**src/design/stereo_level_meter_channel_select_core_assert.svh**
```systemverilog
// assertion macros for the level meter core
`ifndef STEREO_LEVEL_METER_CHANNEL_SELECT_CORE_ASSERT_SVH
`define STEREO_LEVEL_METER_CHANNEL_SELECT_CORE_ASSERT_SVH

`ifndef SYNTH
`define SLMCS_ASSERT(lbl, prop, msg) \
   lbl: assert property (@(posedge clock) disable iff (reset) prop) else $error(msg);
`define SLMCS_NEVER(lbl, cond, msg) \
   lbl: assert property (@(posedge clock) disable iff (reset) !(cond)) else $error(msg);
`else
`define SLMCS_ASSERT(lbl, prop, msg)
`define SLMCS_NEVER(lbl, cond, msg)
`endif

`endif

```
**src/design/slmcs_pkg.sv**
```systemverilog
`timescale 1ns / 1ps
package slmcs_pkg;

   // block geometry
   localparam int FRAME_LEN = 256;
   localparam int ADDR_W    = 8;
   localparam int CNT_W     = 9;
   localparam int SAMPLE_W  = 16;
   localparam int SUM_W     = 25;

   // shared divider widths
   localparam int DIV_N_W   = 26;
   localparam int DIV_D_W   = 16;
   localparam int DIV_C_W   = 5;

   // register indexes
   localparam logic [7:0] REG_ACTIVE_THRESHOLD    = 8'd0;
   localparam logic [7:0] REG_ENVELOPE_FULL_SCALE = 8'd1;
   localparam logic [7:0] REG_DISPLAY_RANGE       = 8'd2;
   localparam logic [7:0] REG_PEAK_DECAY          = 8'd3;

   // register reset values
   localparam logic [15:0] RST_ACTIVE_THRESHOLD    = 16'd20;
   localparam logic [15:0] RST_ENVELOPE_FULL_SCALE = 16'd5000;
   localparam logic [9:0]  RST_DISPLAY_RANGE       = 10'd100;
   localparam logic [9:0]  RST_PEAK_DECAY          = 10'd2;

   // mono source codes
   localparam logic [1:0] SRC_MIX   = 2'd0;
   localparam logic [1:0] SRC_LEFT  = 2'd1;
   localparam logic [1:0] SRC_RIGHT = 2'd2;

   typedef struct packed {
      logic               start;
      logic [DIV_N_W-1:0] dividend;
      logic [DIV_D_W-1:0] divisor;
   } div_req_type;

   typedef struct packed {
      logic               busy;
      logic               done;
      logic [DIV_N_W-1:0] quotient;
   } div_rsp_type;

endpackage

```
**src/design/slmcs_div.sv**
```systemverilog
`timescale 1ns / 1ps
`include "stereo_level_meter_channel_select_core_assert.svh"
module slmcs_div (
   input  logic                      clock,
   input  logic                      reset,
   input  slmcs_pkg::div_req_type    req,
   output slmcs_pkg::div_rsp_type    rsp
);

   logic                                busy_ff, busy_in;
   logic                                done_ff, done_in;
   logic [slmcs_pkg::DIV_C_W-1:0]       cnt_ff, cnt_in;
   logic [slmcs_pkg::DIV_D_W:0]         rem_ff, rem_in;
   logic [slmcs_pkg::DIV_N_W-1:0]       quot_ff, quot_in;
   logic [slmcs_pkg::DIV_D_W-1:0]       dvs_ff, dvs_in;
   logic [slmcs_pkg::DIV_D_W:0]         shifted;
   logic                                fits;

   // one restoring step per cycle
   always_comb begin
      busy_in = busy_ff;
      done_in = 1'b0;
      cnt_in  = cnt_ff;
      rem_in  = rem_ff;
      quot_in = quot_ff;
      dvs_in  = dvs_ff;
      shifted = {rem_ff[slmcs_pkg::DIV_D_W-1:0], quot_ff[slmcs_pkg::DIV_N_W-1]};
      fits    = (shifted >= {1'b0, dvs_ff});
      if (busy_ff) begin
         rem_in  = fits ? (shifted - {1'b0, dvs_ff}) : shifted;
         quot_in = {quot_ff[slmcs_pkg::DIV_N_W-2:0], fits};
         cnt_in  = cnt_ff - 1'b1;
         if (cnt_ff == slmcs_pkg::DIV_C_W'(1)) begin
            busy_in = 1'b0;
            done_in = 1'b1;
         end
      end else if (req.start) begin
         busy_in = 1'b1;
         cnt_in  = slmcs_pkg::DIV_C_W'(slmcs_pkg::DIV_N_W);
         rem_in  = '0;
         quot_in = req.dividend;
         dvs_in  = req.divisor;
      end
   end

   always_ff @(posedge clock) begin
      if (reset) begin
         busy_ff <= 1'b0;
         done_ff <= 1'b0;
         cnt_ff  <= '0;
      end else begin
         busy_ff <= busy_in;
         done_ff <= done_in;
         cnt_ff  <= cnt_in;
      end
      rem_ff  <= rem_in;
      quot_ff <= quot_in;
      dvs_ff  <= dvs_in;
   end

   assign rsp.busy     = busy_ff;
   assign rsp.done     = done_ff;
   assign rsp.quotient = quot_ff;

   `SLMCS_NEVER(a_div_start_busy, req.start && busy_ff, "divider started while busy")
   `SLMCS_NEVER(a_div_done_busy, done_ff && busy_ff, "divider done while busy")
   `SLMCS_ASSERT(a_div_done_end, done_ff |-> $past(busy_ff), "done without a run")

endmodule

```
**config.mk**
```make
export PLATFORM = sky130hd
export DESIGN_NAME = slmcs_div
export DESIGN_NICKNAME = d
export VERILOG_FILES = /design/src/design/slmcs_pkg.sv /design/src/design/slmcs_div.sv
export VERILOG_INCLUDE_DIRS = /design/src /design/src/design
export SDC_FILE = /design/constraint.sdc
export NUM_CORES = 1
export LEC_CHECK = 0
export BUFFER_PORTS_ARGS = -buffer_cell sky130_fd_sc_hd__buf_4
export CORE_MARGIN = 5
export CORE_UTILIZATION = 40
export CTS_CLUSTER_DIAMETER = 150
export DETAILED_ROUTE_END_ITERATION = 6
export PLACE_DENSITY_LB_ADDON = 0.05
export SKIP_LAST_GASP = 1
export SLEW_MARGIN = 40
export SYNTH_ARGS = -nofsm -noshare
export SYNTH_HDL_FRONTEND = slang
export SYNTH_SLANG_ARGS = --single-unit
export TNS_END_PERCENT = 5
```
**constraint.sdc**
```tcl
create_clock -name clock -period 4.4 [get_ports clock]
set_clock_uncertainty 0.05 [all_clocks]
set_input_delay 0.66 -clock clock [delete_from_list [all_inputs] [get_ports clock]]
set_output_delay 0.66 -clock clock [all_outputs]
set_load 0.02 [all_outputs]
```
==> results of run 1 <==
## per-stage QoR
step           utilization, %  setup WS, ns
5_1_grt                  50.8          1.43
6_report                 50.8          1.58
2_1_floorplan               -          2.01
3_5_place_dp             48.7          1.59
4_1_cts                  50.7          1.59
3_3_place_gp             48.6          1.60
## layer usage
layer / track usage (%) / up-vias
met2: 23.5 / 80
li1: - / 1319
met3: 7.58 / 6
met1: 19.2 / 1260
met4: 3.20 / 0
met5: 0 / -
## cell usage after synthesis (3+ instances only)
library cell,n,share of area [%]
o21ai_1,5,0.69
o211ai_1,3,0.62
nor3_1,7,0.97
clkbuf_1,6,0.62
ha_1,18,6.2
nor2_1,17,1.8
nand2_1,12,1.2
nor2b_1,3,0.52
a211oi_1,6,1.2
o21ai_0,11,1.5
xor2_1,5,1.2
a211o_1,3,0.73
a21oi_1,20,2.8
nand3_1,12,1.7
mux2_2,25,7.8
inv_1,26,2.7
nor3b_1,3,0.62
nand4_1,3,0.52
buf_4,3,0.62
dfxtp_1,7,3.9
mux2i_1,3,0.83
o21a_1,4,0.83
nand2b_1,6,1.0
or3_1,3,0.52
a21o_1,5,1.0
o22ai_1,3,0.52
edfxtp_1,58,48
o31ai_1,3,0.62
## power by group through the flow
stage	clock, W	combinational (W)	sequential (W)
floorplan	0	0.000354	0.000832
global placement	0	0.000524	0.000817
detailed placement	0	0.000524	0.000817
CTS	0.000491	0.000527	0.000806
global route	0.000518	0.000582	0.000814
finish	0.000474	0.000523	0.000805
## critical path: stages (launching register included)
cell	delay, ns
edfxtp_1	0.39
ha_1	0.40
a21o_1	0.23
a211o_1	0.32
a31oi_4	0.22
nand2_1	0.37
o21ai_1	0.44
o22ai_1	0.15
## flip-flops by register name (all words and copies together), names as in the netlist
name and count:
busy_ff 1, cnt_ff 5, done_ff 1, dvs_ff 16
quot_ff 26, rem_ff 16
## logic make-up after synthesis
group	Yosys count
flops	65
fa+ha+maj	19
buf+inv	37
xor+xnor	7
mux	28
compound gates	79
simple gates	75
## how the worst max path moves through the flow
| stage | to | from | slack [ns] | cells past startpoint |
|---|---|---|---|---|
| 2_1_floorplan | rem_ff[12]$_SDFFCE_PN0P_ | quot_ff[25]$_DFFE_PP_ | 2.01 | 9 |
| 3_3_place_gp | quot_ff[0]$_DFFE_PP_ | rem_ff[13]$_SDFFCE_PN0P_ | 1.60 | 7 |
| 3_5_place_dp | quot_ff[0]$_DFFE_PP_ | rem_ff[13]$_SDFFCE_PN0P_ | 1.59 | 7 |
| 4_1_cts | rem_ff[14]$_SDFFCE_PN0P_ | rem_ff[13]$_SDFFCE_PN0P_ | 1.59 | 7 |
| 5_1_grt | quot_ff[0]$_DFFE_PP_ | rem_ff[13]$_SDFFCE_PN0P_ | 1.43 | 7 |
| 6_report | rem_ff[14]$_SDFFCE_PN0P_ | rem_ff[13]$_SDFFCE_PN0P_ | 1.58 | 7 |
## final cells by class
type	count	area [µm²]	area share, %
sequential	65	1890	42.4
inverter	26	97.6	2.19
timing repair buffer	75	563	12.7
clock buffer	11	141	3.18
multi-input combinational	208	1590	35.7
tap	108	135	3.04
clock inverter	5	40.0	0.900
==> results.md, run 1 <==
- Outcome: completed
- Total power consumption of the routed design: 0.00180 W
- Number of instances resized during post-cts repair: 0
- R2r startpoint: rem_ff[13]$_SDFFCE_PN0P_
- Proportion of power drawn by the clock network: 26.3%
- Layout cell share with drive strength beyond 1: 32.8%
- Number of instances in the synthesized netlist: 310
- Setup TNS: 0 ns
- Actual slew at the worst max-slew pin: 0.682 ns
- Clock latency on the worst-skew pair: 0.35 ns
- Commonest non-fill, non-tap cells in the layout: buf_4 (75), edfxtp_1 (58), inv_1 (26)
- Portion of total power attributed to combinational logic: 29.0%
- Signed area change from the synthesized netlist to the final layout: 22.7%
- Type of element launching the critical path: register
- Detailed-route wire length on metal 1: 3640 µm
- Number of nets still failing antenna checks after routing: 0
- Root cell of the clock tree: clkbuf_8
- Number of buffers inserted by hold repair at cts: 0
- RSZ-0062 raised after global routing: no
- Final hold violations: 0
- Endpoint of the lowest-slack register-to-register path: rem_ff[14]$_SDFFCE_PN0P_
- Overall routed net length: 8160 µm
- Floorplan die height: 105 µm
- Number of enable flip-flop cells after synthesis: 58
- Detail Placement HPWL: 5880 µm
- Detail Route met3 WL: 768 µm
- Most common cell after layout, fill and taps aside: buf_4
- Top-level I/O count: 73
- Wire length on met2: 3680 µm
- CTS sink count: 65
- Async set or reset register ratio after synthesis: 0%
- Area of the die: 0.0111 mm²
- Inserted Clock Buffers: 9
- Overall Global Routing Usage: 15.2%
- Classification of the worst-slack hold path: primary input to register
- Uppermost layer routed: met4
- Max-slew headroom at the worst pin: 54.1%
- Synthesis-stage register bit count: 65
- Final global-route overflow total: 0
- Maximum clock frequency: 355 MHz
- Crit path max fanout: 13
- Number of pins exceeding their max-slew limit in the final report: 0
- Via count of the first global-routing pass: 2768
- Fraction of synthesized cell area in xor and xnor cells: 1.69%
- Period utilization: 64.0%
- Width of the die: 105 µm
- Switching pwr: 0.000590 W
- Endpoint, Worst Hold: dvs_ff[13]$_DFFE_PP_
- Maximum vdd ir drop: 0.000167 V
- Number of unique standard cell types used by synthesis: 54
- Synthesis Warnings: 0
- Number of port buffers: 72
- Mux cell area share after synthesis: 8.60%
- Antenna violations before repair: 0
- LEAKAGE: 1.83 nW
- Share of the yosys chip area belonging to registers: 51.9%
- Average cell area after synthesis: 11.7 µm²
- Worst min-delay path startpoint: req[13]
- Number of search-and-repair iterations in the first detailed-routing pass: 4
- Max H-tree Level: 3
- Area fraction in compound gates after synthesis: 15.4%
- Required arrival time at the worst endpoint: 4.44 ns
- Final-layout fill cell count: 822
- Part of the total power dissipated in sequential elements: 44.7%
- MaxCap Viol Count: 0
- Global-route wire length before repair: 13600 µm
- Adder-cell area share of the yosys netlist: 6.77%
- Cell count of the worst hold path: 1
- Share of total power consumed by net switching: 32.8%
- Number of nets in the layout: 449
- Final setup vio count: 0
- Dominant combinational cell family by area after synthesis: compound AO/OA/AOI/OAI gates
- Cell area after placement: 0.00427 mm²
- Final routed DRC violation total: 0
- Worst setup path class: register to register
- Design area: 0.00445 mm²
- Synthesized Nets: 374
- Diodes inserted: 0
- Number of standard cells in the layout, taps in and fillers out: 498
- Post-CTS setup buffer count: 0
- Average wire per cell in the routed design: 16.4 µm
- TritonCTS clock tree: built
- CTS clock-pin slew for the worst setup and hold paths: 0.08 ns
- Cell Pwr Density: 405 mW/mm²
- Cell internal power dissipation: 0.00121 W
- Cell depth of the worst flop-to-flop path: 7
- Area of the placeable core: 0.00876 mm²
- 1st-iter DRT viols: 66
- Starting density of the core: 41.4%
- Hold slack final: 0.435 ns
- Vias per cell: 5.35
- Placement Rows: 34
- Maximum number of pins on one net before global-route repair: 46
- Arr. time, crit path: 2.86 ns
- Post-Synth Simple-Gate Area: 11.3%
- Combined area of all synthesized cells: 0.00362 mm²
- Final worst path period need: 2.82 ns
- Total instance count after detailed placement: 482
- Critical path endpoint category: register
- Max Root-Sink Buffers: 2
- Reg2Reg Setup Slack: 1.58 ns
- Total via count in the routed design: 2665
- Weighted congestion reported at the end of routability-driven placement: 0.886
- Top_reg_cell synth: edfxtp_1
Power figures use the tool's default switching activity.
==> inputs of run 2 (changes only) <==
==> constraint.sdc (replaced) <==
create_clock -name clock -period 2.7 [get_ports clock]
set_clock_uncertainty 0.05 [all_clocks]
set_input_delay 0.405 -clock clock [delete_from_list [all_inputs] [get_ports clock]]
set_output_delay 0.405 -clock clock [all_outputs]
set_load 0.02 [all_outputs]
==> results.md, run 2 (synthesized netlist as in run 1, its figures left out) <==
- Cell area after placement: 0.00433 mm² (+1.5%)
- TritonCTS clock tree: built
- Final routed DRC violation total: 0 (unchanged)
- Largest regs: quot_ff: 26 flops, dvs_ff: 16 flops, rem_ff: 16 flops
- Number of instances resized during post-cts repair: 0 (unchanged)
- Number of port buffers: 72 (unchanged)
- Detail Placement HPWL: 6050 µm (+2.8%)
- Root cell of the clock tree: clkbuf_8
- Overall routed net length: 8220 µm (+0.74%)
- LEAKAGE: 1.90 nW (+3.7%)
- Final setup vio count: 0 (unchanged)
- Vias per cell: 5.33 (-0.42%)
- Final global-route overflow total: 0 (unchanged)
- Signed area change from the synthesized netlist to the final layout: 25.4%
- Layout cell share with drive strength beyond 1: 34.0% (+1.2 points)
- Average wire per cell in the routed design: 16.3 µm (-0.66%)
- Total instance count after detailed placement: 489 (+1.5%)
- Global-route wire length before repair: 13400 µm (-1.7%)
- Overall Global Routing Usage: 15.0% (-0.20 points)
- Area of the die: 0.0111 mm² (unchanged)
- Diodes inserted: 0 (unchanged)
- Final hold violations: 0 (unchanged)
- CTS sink count: 65 (unchanged)
- Number of search-and-repair iterations in the first detailed-routing pass: 4 (unchanged)
- Most common cell after layout, fill and taps aside: buf_4
- Classification of the worst-slack hold path: primary input to register
- Worst min-delay path startpoint: req[7]
- Final worst path period need: 2.58 ns (-0.236 ns)
- Number of nets in the layout: 456 (+1.6%)
- Outcome: completed
- Max H-tree Level: 3 (unchanged)
- Design area: 0.00455 mm² (+2.2%)
- Worst setup path class: register to register
- Critical path endpoint category: register
- Maximum number of pins on one net before global-route repair: 37 (-20%)
- Register with the most flip-flops: quot_ff
- Number of buffers inserted by hold repair at cts: 0 (unchanged)
- MaxCap Viol Count: 0 (unchanged)
- Max-slew headroom at the worst pin: 65.4% (+11 points)
- 1st-iter DRT viols: 94 (+42%)
- Top-level I/O count: 73 (unchanged)
- Max Root-Sink Buffers: 2 (unchanged)
- Final-layout fill cell count: 806 (-1.9%)
- Period utilization: 95.6% (+32 points)
- Required arrival time at the worst endpoint: 2.73 ns (-1.71 ns)
- R2r startpoint: rem_ff[13]$_SDFFCE_PN0P_
- Placement Rows: 34 (unchanged)
- Type of element launching the critical path: register
- Arr. time, crit path: 2.61 ns (-0.25 ns)
- Via count of the first global-routing pass: 2740 (-1.0%)
- Weighted congestion reported at the end of routability-driven placement: 0.840 (-5.1%)
- Setup TNS: 0 ns (unchanged)
- Critical Path Source: rem_ff[13]$_SDFFCE_PN0P_
- Floorplan die height: 105 µm (unchanged)
- Post-CTS setup buffer count: 0 (unchanged)
- Clock latency on the worst-skew pair: 0.35 ns (about the same)
- Number of standard cells in the layout, taps in and fillers out: 505 (+1.4%)
- Starting density of the core: 41.4% (unchanged)
- Inserted Clock Buffers: 9 (unchanged)
- RSZ-0062 raised after global routing: no
- Crit path max fanout: 6 (-7)
- Cell Pwr Density: 674 mW/mm² (+67%)
- Maximum clock frequency: 387 MHz (+9.1%)
- Area of the placeable core: 0.00876 mm² (unchanged)
- CTS clock-pin slew for the worst setup and hold paths: 0.08 ns (about the same)
- Antenna violations before repair: 0 (unchanged)
- Maximum vdd ir drop: 0.000316 V (+89%)
- Number of pins exceeding their max-slew limit in the final report: 0 (unchanged)
- Actual slew at the worst max-slew pin: 0.519 ns (-0.163 ns)
- Hold slack final: 0.180 ns (-0.256 ns)
- Number of flip-flops in the largest register: 26 (unchanged)
- Commonest non-fill, non-tap cells in the layout: buf_4 (81), edfxtp_1 (58), inv_1 (26)
- Total via count in the routed design: 2691 (+0.98%)
- Width of the die: 105 µm (unchanged)
- Number of nets still failing antenna checks after routing: 0 (unchanged)
-- run 2: changes by cell type in the layout (fill, tap and decap cells not counted), sizes merged --
| cell | change |
|---|---|
| buf | +7 |
| clkbuf | +2 |
| clkinvlp | -2 |
| clkinv | +1 |
| inv | -1 |
-- run 2: metal layers --
metal / GRT usage, % / part of all wire (%) / up-vias / wire length, µm
met1: 19.7 / 45 / 1269 / 3680
met4: 5.30 / 1.3 / 0 / 111
li1: - / - / 1328 / -
met2: 23.2 / 46 / 85 / 3810
met5: 0 / 0 / - / 0
met3: 4.87 / 7.6 / 9 / 624
-- run 2: power breakdown --
group | internal [W] | switching [W]
combinational | 0.000389 | 0.000496
sequential | 0.00123 | 0.0000692
clock | 0.000493 | 0.000384
total | 0.00212 | 0.000949
-- run 2: layout make-up --
class,instances,area (µm²),share of cell area [%]
clock buffer,13,201,4.43
clock inverter,3,17.5,0.385
inverter,26,97.6,2.15
multi-input combinational,208,1580,34.8
sequential,65,1880,41.4
tap,108,135,2.97
timing repair buffer,82,628,13.8
-- run 2: through the flow --
stage	power, W	util [%]	setup WS (ns)
2_1_floorplan	0.00193	-	0.315
3_3_place_gp	0.00220	49.4	0.161
3_5_place_dp	0.00221	49.4	0.141
4_1_cts	0.00310	51.9	0.136
5_1_grt	0.00324	51.9	0.0284
6_report	0.00307	51.9	0.119
-- run 2: worst max-delay path, stage by stage, from the launching register on --
cell and delay, ns:
edfxtp_1 0.40, ha_1 0.40, a21o_1 0.22, a211o_1 0.34, a31oi_4 0.22, nand2_1 0.16
o21ai_1 0.35, o22ai_1 0.17
-- run 2: path summary, 6_finish.rpt --
path | to | slack, ns | cells past startpoint
min | dvs_ff[7]$_DFFE_PP_ | 0.18 | 1
min reg2reg | cnt_ff[3]$_SDFFE_PP0P_ | 0.44 | 1
max | rem_ff[14]$_SDFFCE_PN0P_ | 0.12 | 7
max reg2reg | rem_ff[14]$_SDFFCE_PN0P_ | 0.12 | 7
